### src/sv/ihf_pkg.sv
package ihf_pkg;

    localparam int unsigned WORD_W      = 32;
    localparam int unsigned FRAC_W      = 24;
    localparam int unsigned IBM_BIAS    = 64;
    localparam int unsigned IEEE_BIAS   = 127;
    localparam int unsigned IEEE_EMAX   = 255;
    localparam int unsigned SUB_SHIFT   = 149;

    typedef logic [WORD_W-1:0] t_word;

endpackage

### src/sv/ihf_convert.sv
module ihf_convert (
    input  ihf_pkg::t_word i_word,
    output ihf_pkg::t_word o_word
);
    import ihf_pkg::*;

    logic              sgn;
    logic [6:0]        xexp;
    logic [23:0]       frac;
    logic [4:0]        p;
    logic signed [10:0] biased;
    logic signed [10:0] e2;
    logic signed [10:0] s;
    logic [23:0]       m;
    logic [23:0]       q;
    logic [23:0]       r;
    logic [23:0]       half;
    logic [23:0]       rmask;
    logic [4:0]        sh;

    always_comb begin
        sgn  = i_word[31];
        xexp = i_word[30:24];
        frac = i_word[23:0];
        p = 5'd0;
        for (int i = 0; i < 24; i++) begin
            if (frac[i]) p = 5'(i);
        end
        e2 = 11'(signed'({4'd0, xexp}) * 4) - 11'(4 * IBM_BIAS + FRAC_W);
        biased = 11'(signed'({6'd0, p})) + e2 + 11'(IEEE_BIAS);
        s = -(e2 + 11'(SUB_SHIFT));
        m = frac << (5'd23 - p);
        sh = s[4:0];
        rmask = (24'd1 << sh) - 24'd1;
        q = frac >> sh;
        r = frac & rmask;
        half = (sh == 5'd0) ? 24'd0 : (24'd1 << (sh - 5'd1));
        o_word = {sgn, 31'd0};
        if (frac == 24'd0) begin
            o_word = {sgn, 31'd0};
        end else if (biased >= signed'(11'(IEEE_EMAX))) begin
            o_word = {sgn, 8'hFF, 23'd0};
        end else if (biased >= 11'sd1) begin
            o_word = {sgn, biased[7:0], m[22:0]};
        end else if (s <= 11'sd0) begin
            // exact subnormal, shift left by -s (at most 21 bits)
            o_word = {sgn, 31'(frac << 5'(-s))};
        end else if (s >= 11'sd26) begin
            o_word = {sgn, 31'd0};
        end else begin
            if (r > half || (r == half && q[0])) q = q + 24'd1;
            o_word = {sgn, 7'd0, q};
        end
    end

endmodule

### src/sv/ibm_hex_float_to_ieee_single_unit.sv
// channel | valid    | stall    | payload
// input   | i_valid  | o_stall  | i_ibm_word
// output  | o_valid  | i_stall  | o_ieee_word
// One item per cycle while the output is not stalled; a result appears in the cycle after its item is accepted.
// The conversion is a single combinational pass into the output register.
// Reset clears the output valid only. An output stall holds the result;
// input stall follows it, so a new item enters whenever the result moves on.
module ibm_hex_float_to_ieee_single_unit (
    input  logic           i_clk,
    input  logic           i_rst_n,
    input  logic           i_valid,
    output logic           o_stall,
    input  ihf_pkg::t_word i_ibm_word,
    output logic           o_valid,
    input  logic           i_stall,
    output ihf_pkg::t_word o_ieee_word
);
    import ihf_pkg::*;

    logic  r_valid;
    t_word r_word;
    t_word n_word;

    ihf_convert u_conv (
        .i_word (i_ibm_word),
        .o_word (n_word)
    );

    assign o_stall     = r_valid && i_stall;
    assign o_valid     = r_valid;
    assign o_ieee_word = r_word;

    always_ff @(posedge i_clk) begin
        if (!i_rst_n) begin
            r_valid <= 1'b0;
        end else if (!o_stall) begin
            r_valid <= i_valid;
        end
    end

    always_ff @(posedge i_clk) begin
        if (!o_stall && i_valid) begin
            r_word <= n_word;
        end
    end

`ifndef SYNTH
    a_hold: assert property (@(posedge i_clk) disable iff (!i_rst_n)
        o_valid && i_stall |=> o_valid && $stable(o_ieee_word))
        else $error("held item changed");
    a_load: assert property (@(posedge i_clk) disable iff (!i_rst_n)
        i_valid && !o_stall |=> o_valid)
        else $error("accepted item lost");
    a_nan: assert property (@(posedge i_clk) disable iff (!i_rst_n)
        o_valid |-> !(o_ieee_word[30:23] == 8'hFF && o_ieee_word[22:0] != 23'd0))
        else $error("NaN produced");
`endif

endmodule
### config.mk
export PLATFORM = sky130hd
export DESIGN_NAME = ibm_hex_float_to_ieee_single_unit
export DESIGN_NICKNAME = d
export VERILOG_FILES = /design/src/sv/ihf_pkg.sv /design/src/sv/ihf_convert.sv /design/src/sv/ibm_hex_float_to_ieee_single_unit.sv
export SDC_FILE = /design/constraint.sdc
export NUM_CORES = 1
export LEC_CHECK = 0
export BUFFER_PORTS_ARGS = -buffer_cell sky130_fd_sc_hd__buf_2
export CORE_MARGIN = 5
export CORE_UTILIZATION = 45
export CTS_CLUSTER_DIAMETER = 60
export DETAILED_ROUTE_END_ITERATION = 8
export GPL_ROUTABILITY_DRIVEN = 0
export GPL_TIMING_DRIVEN = 1
export SLEW_MARGIN = 20
export SYNTH_ARGS = -nofsm -noshare
export SYNTH_HDL_FRONTEND = slang
export SYNTH_SLANG_ARGS = --single-unit
### constraint.sdc
create_clock -name i_clk -period 9.4 [get_ports i_clk]
set_input_delay 0 -clock i_clk [delete_from_list [all_inputs] [get_ports i_clk]]
set_output_delay 0 -clock i_clk [all_outputs]
set_load 0.01 [all_outputs]
==> results.yml, run 1 <==
run_status:
  status: "completed"
run:
  maxCapViolCount: 0
worst_setup_path:
  crit-reg2reg-launch: "o_valid"
  critPathCaptureType: "flip-flop"
  cpPeakStageDelay_ns: 0.62
  rrSetupSlack_ns: 8.10
  cp_num_buf_inv: 4
  worstSetupPathType: "in -> reg"
  critPathTopFamily: "buffers and inverters"
  critPathRequiredTime_ns: 9.38
  reg2reg_depth: 3
  path_max_fanout: 44
  cp_slowest_cell: "inv_1"
  cp-start-kind: "input pin"
  path_cells: "buf_2 -> buf_4 -> ha_1 -> ha_1 -> buf_4 -> inv_1 -> nand2_1 -> ha_1 -> nor2b_1 -> and3_1 -> ha_1 -> nand4_1 -> a21oi_1 -> o2111ai_1 -> or4_4 -> a31oi_2 -> nand4_1 -> xor2_1 -> a21oi_1 -> nor3_1"
  rr_endpoint: "o_ieee_word[15]"
  cp_data_arrival_time_ns: 5.50
  crit_top_cell: "ha_1"
routing:
  dr_total_vias: 6435
  first_pass_iters: 6
  ant_nets: 0
  wl_mm: 21.6
  drtIter0Drc: 913
  drc: 0
  via_per_inst: 6.66
  wire_per_inst_um: 22.4
final_layout:
  fill_cells: 1312
  drive_gt1_share_pct: 17.3
  area_growth_pct: 8.87
  final_common_cell: "nor2_1"
  finalNetCount: 861
  stdcell_area_um2: 6400
  final_cell_mix: "72 x nor2_1, 69 x buf_2, 61 x nand2_1"
  diodes: 0
synth:
  synth_area_leaders: "edfxtp_1 16%, mux2i_1 8.3%, ha_1 6.6%, a21oi_1 4.9%, nor2_1 4.6%"
  netlist_instances: 763
  ys_seq_elements: 33
  syn-num-nets: 831
  synth-edff-count: 32
  syn_avg_cell_area_um2: 7.71
  synthFlopType: "edfxtp_1"
  synth_cell_types: 93
  synth_area_um2: 5880
  async_flop_share_pct: 0
  ys_warn_count: 0
  yosys.area.top_type_share_pct: 16.3
  synth_largest_area_cell: "edfxtp_1"
  seq_area_frac_synth_pct: 16.7
min_path:
  hold_path_end: "o_ieee_word[2]"
  holdCritStartpoint: "i_ibm_word[1]"
  hold_class: "in -> reg"
  hold-path-cell-count: 3
global_route:
  grt_pass1_wl_mm: 33.5
  antenna_found_initial: 0
  grt_pass1_vias: 5948
  grt_max_degree: 45
  grt.overflow.total: 0
  grtUsageTotal_pct: 26.3
die:
  die_w_um: 124
  start_util_pct: 46.2
  die_h_um: 124
  dieArea_um2: 15500
  io_pins: 70
  fp.coreArea_um2: 12700
  core.rowCount: 41
sta:
  setup-violations-final: 0
  fin_worst_skew_ns: 0.00632
  worst_pin_slew_ns: 0.842
  slew_headroom_pct: 43.8
  slew_viol_final: 0
  max_clock_freq_ghz: 0.181
  setup-tns-final_ns: 0
  post-route-min-period_ns: 5.52
  grt_setup_unrepaired: "no"
  post-route-period-util_pct: 58.8
  timing_hold_violations_final: 0
cts:
  cts_setup_buffers: 0
  root_buffer: "clkbuf_16"
  h-tree-depth: 2
  clk_latency_ns: 0.28
  clockBufferDepth: 2
  hold_buffers: 3
  path_clk_slew_ns: 0.05
  cts_buffers: 5
  cts_resized: 0
  cts_tree: "done"
  clkSinkCount: 33
placement:
  portBuffers: 69
  dp_hpwl_mm: 16.6
  place_area_um2: 6230
power_and_ir_drop:
  ir_worst_vdd_uv: 69.8
  p_leak_nw: 2.52
  power_density_nw_per_um2: 126
[worst reg2reg max path, cell delays in order, from the launching register on]
cell and delay [ns]:
dfxtp_1 0.30, and2_1 0.16, nor2b_2 0.11, buf_4 0.37
[power by group]
group | leakage [nW] | switching, mW | internal [mW]
registers | 0.324 | 0.00493 | 0.193
clock network | 0.0712 | 0.0542 | 0.105
logic | 2.12 | 0.293 | 0.159
[layer usage]
layer  track usage (%)  wire (um)  up-vias
li1                  -          -     2933
met1              34.9       8790     3007
met2              41.9       9720      417
met3              5.87       2230       78
met4              9.61        879        0
met5                 0          0        -
[through the flow]
stage	cells	setup WS, ns	power, mW	hold WS (ns)	utilization (%)
CTS	966	4.03	0.801	0.273	50.3
global route	966	3.41	0.856	0.279	50.3
global placement	955	3.87	0.635	0.179	48.9
floorplan	763	4.95	0.512	0.0989	-
finish	966	3.88	0.809	0.286	50.3
detailed placement	955	3.76	0.639	0.179	49.0
[layout make-up]
cell class	count	area, um2	share of cell area (%)
Multi-Input combinational cell	636	4480	70.0
Inverter	36	138	2.15
Clock buffer	8	146	2.29
Tap cell	172	215	3.36
Sequential cell	33	981	15.3
Timing Repair Buffer	81	443	6.92
[cell usage after synthesis, drive strengths merged (6+ instances only)]
library cell   n
nor2          73
nand2         61
a21oi         59
o21ai         56
mux2i         49
inv           35
buf           34
edfxtp        32
ha            31
nor3          25
clkbuf        24
a31oi         19
mux2          15
nand3         14
nor2b         14
xnor2         14
or3           12
nand4         11
o21a          10
or2           10
xor2          10
a211oi         9
and2           9
nor4           9
a221oi         7
a22oi          6
and3           6
nand2b         6
o2bb2ai        6
[flip-flops by register name, summed over array words and instances (netlist names)]
register and count:
o_ieee_word 32, o_valid 1
[kinds of logic (layout without fill, tap and decap cells)]
group / after synthesis / in the layout / share of synthesized area (%)
and+or+nand+nor: 266 / 266 / 23.3
AOI/OAI and AO/OA: 245 / 245 / 29.1
buffers and inverters: 94 / 125 / 7.36
muxes: 69 / 69 / 13.1
DFF: 33 / 33 / 16.7
adders and majority gates: 32 / 32 / 6.93
xor gates and xnor gates: 24 / 24 / 3.57
[worst max path at each step]
stage / from / endpoint / depth (start not counted)
finish: i_ibm_word[24] / o_ieee_word[16] / 20
floorplan: i_ibm_word[13] / o_ieee_word[19] / 18
global placement: i_ibm_word[24] / o_ieee_word[16] / 20
CTS: i_ibm_word[24] / o_ieee_word[16] / 20
global route: i_ibm_word[16] / o_ieee_word[27] / 16
detailed placement: i_ibm_word[24] / o_ieee_word[16] / 20
No activity file was read; power rests on OpenSTA's default activity.
==> run 2: changes to the inputs <==
ABC_AREA = 1   (was default)
clock period = 5.58 ns   (was 9.4 ns; I/O delays follow)
==> results.yml, run 2 <==
run_status:
  status: "completed"
sta:
  max_clock_freq_ghz: 0.210
  slew_viol_final: 0
  post-route-period-util_pct: 85.2
  grt_setup_unrepaired: "no"
  post-route-min-period_ns: 4.76
  fin_worst_skew_ns: 0.00467
  holdWs_ns: 0.00710
  timing_hold_violations_final: 0
  setup-tns-final_ns: 0
  setup-violations-final: 0
  slew_headroom_pct: 41.4
  worst_pin_slew_ns: 0.875
synth:
  async_flop_share_pct: 0
  synth_area_um2: 5660
  synth_largest_area_cell: "nand2_1"
  yosys.area.top_type_share_pct: 18.9
  syn-num-nets: 1044
  synth_cell_types: 55
  synth_common_cells: "285 x nand2_1, 128 x nand3_1, 100 x nor2_1"
  synth_area_leaders: "nand2_1 19%, edfxtp_1 17%, nand3_1 11%, ha_1 6.8%, nor2_1 6.6%"
  synthFlopType: "edfxtp_1"
  synth_most_common_cell: "nand2_1"
  ys_warn_count: 0
  syn_avg_cell_area_um2: 5.80
  ys_seq_elements: 33
  netlist_instances: 976
  seq_area_frac_synth_pct: 17.3
  synth-edff-count: 32
die:
  core.rowCount: 41
  io_pins: 70
  die_h_um: 122
  die_w_um: 122
  start_util_pct: 45.4
  fp.coreArea_um2: 12500
  dieArea_um2: 14900
cts:
  cts_buffers: 5
  cts_resized: 0
  cts_tree: "done"
  root_buffer: "clkbuf_16"
  clockBufferDepth: 2
  path_clk_slew_ns: 0.05
  clkSinkCount: 33
  h-tree-depth: 2
  clk_latency_ns: 0.27
worst_setup_path:
  cp_data_arrival_time_ns: 4.74
  path_max_fanout: 22
  cp_slowest_cell: "fa_1"
  crit_start: "i_ibm_word[2]"
  worstSetupPathType: "in -> reg"
  crit_top_cell: "nand2_1"
  critPathCaptureType: "flip-flop"
  crit-reg2reg-launch: "o_valid"
  cp-start-kind: "input pin"
  cpPeakStageDelay_ns: 0.41
  critPathRequiredTime_ns: 5.56
routing:
  drc: 0
  drtIter0Drc: 835
  wire_per_inst_um: 17.9
  dr_total_vias: 6961
  ant_nets: 0
  via_per_inst: 5.78
  wl_mm: 21.6
  first_pass_iters: 8
final_layout:
  regArea_um2: 981
  final_common_cell: "nand2_1"
  area_growth_pct: 12.0
  finalNetCount: 1100
  largest_register_ffs: 32
  final_cell_mix: "285 x nand2_1, 128 x nand3_1, 99 x inv_1, 99 x nor2_1, 69 x buf_2"
  fill_cells: 1398
  diodes: 0
  multi_input_area_um2: 4100
  drive_gt1_share_pct: 11.5
power_and_ir_drop:
  ir_worst_vdd_uv: 138
  power_density_nw_per_um2: 212
  p_leak_nw: 2.98
global_route:
  grt_max_degree: 48
  grt_pass1_vias: 6256
  grt.overflow.total: 0
  grt_pass1_wl_mm: 33.4
  grtUsageTotal_pct: 28.7
  antenna_found_initial: 0
placement:
  dp_hpwl_mm: 17.5
  portBuffers: 69
run:
  maxCapViolCount: 0
min_path:
  holdCritStartpoint: "i_stall"
  hold_class: "in -> reg"
## run 2: report_power, final
group	switching (mW)	leakage [nW]	internal, mW
combinational	0.503	2.58	0.216
clock	0.0883	0.0785	0.208
sequential	0.00654	0.322	0.321
## run 2: final timing paths
check | endpoint | slack, ns | cells past startpoint
worst max register to register | o_ieee_word[20] | 4.39 | 4
worst min-delay path | o_valid | 0.007 | 3
worst min register to register | o_valid | 0.49 | 2
worst max-delay path | o_ieee_word[5] | 0.82 | 42
## run 2: cell type report
type | instances | share of cell area [%]
clock buffer | 6 | 2.03
clock inverter | 2 | 0.533
inverter | 111 | 6.57
multi-input combinational | 797 | 64.7
sequential | 33 | 15.5
tap | 172 | 3.39
timing repair buffer | 84 | 7.30
## run 2: repair_timing
item	in CTS	in global routing
buffers inserted	0	0
hold buffers	2	0
endpoints found under the hold margin	2	0
## run 2: kinds of logic after synthesis
group | count (synthesis) | share of synthesized area, %
AOI/OAI and AO/OA | 162 | 16.5
xor gates and xnor gates | 21 | 3.38
adders and majority gates | 32 | 7.20
buffers and inverters | 146 | 10.3
DFF | 33 | 17.3
muxes | 3 | 0.530
and+or+nand+nor | 579 | 44.8
## run 2: worst max-delay path, delay by kind of cell
family,cells,cell delay (ns)
and+or+nand+nor,30,2.78
buffers and inverters,6,0.90
adders and majority gates,2,0.60
AOI/OAI and AO/OA,4,0.48
## run 2: layer usage
layer / up-vias / track usage [%] / part of all wire (%)
met5: - / 0 / 0
met4: 0 / 11.7 / 4.5
met3: 68 / 4.50 / 11
met2: 433 / 44.5 / 43
met1: 3082 / 39.8 / 42
li1: 3378 / - / -
## run 2: stage by stage
stage / worst slack, ns / power [mW] / instance area [um2] / utilization [%] / instances
3_3_place_gp: 0.593 / 1.04 / 6160 / 49.4 / 1195
2_1_floorplan: 1.67 / 0.821 / 5660 / - / 976
6_report: 0.823 / 1.34 / 6340 / 50.9 / 1205
4_1_cts: 0.866 / 1.33 / 6340 / 50.9 / 1205
5_1_grt: 0.310 / 1.44 / 6340 / 50.9 / 1205
3_5_place_dp: 0.605 / 1.03 / 6160 / 49.4 / 1195
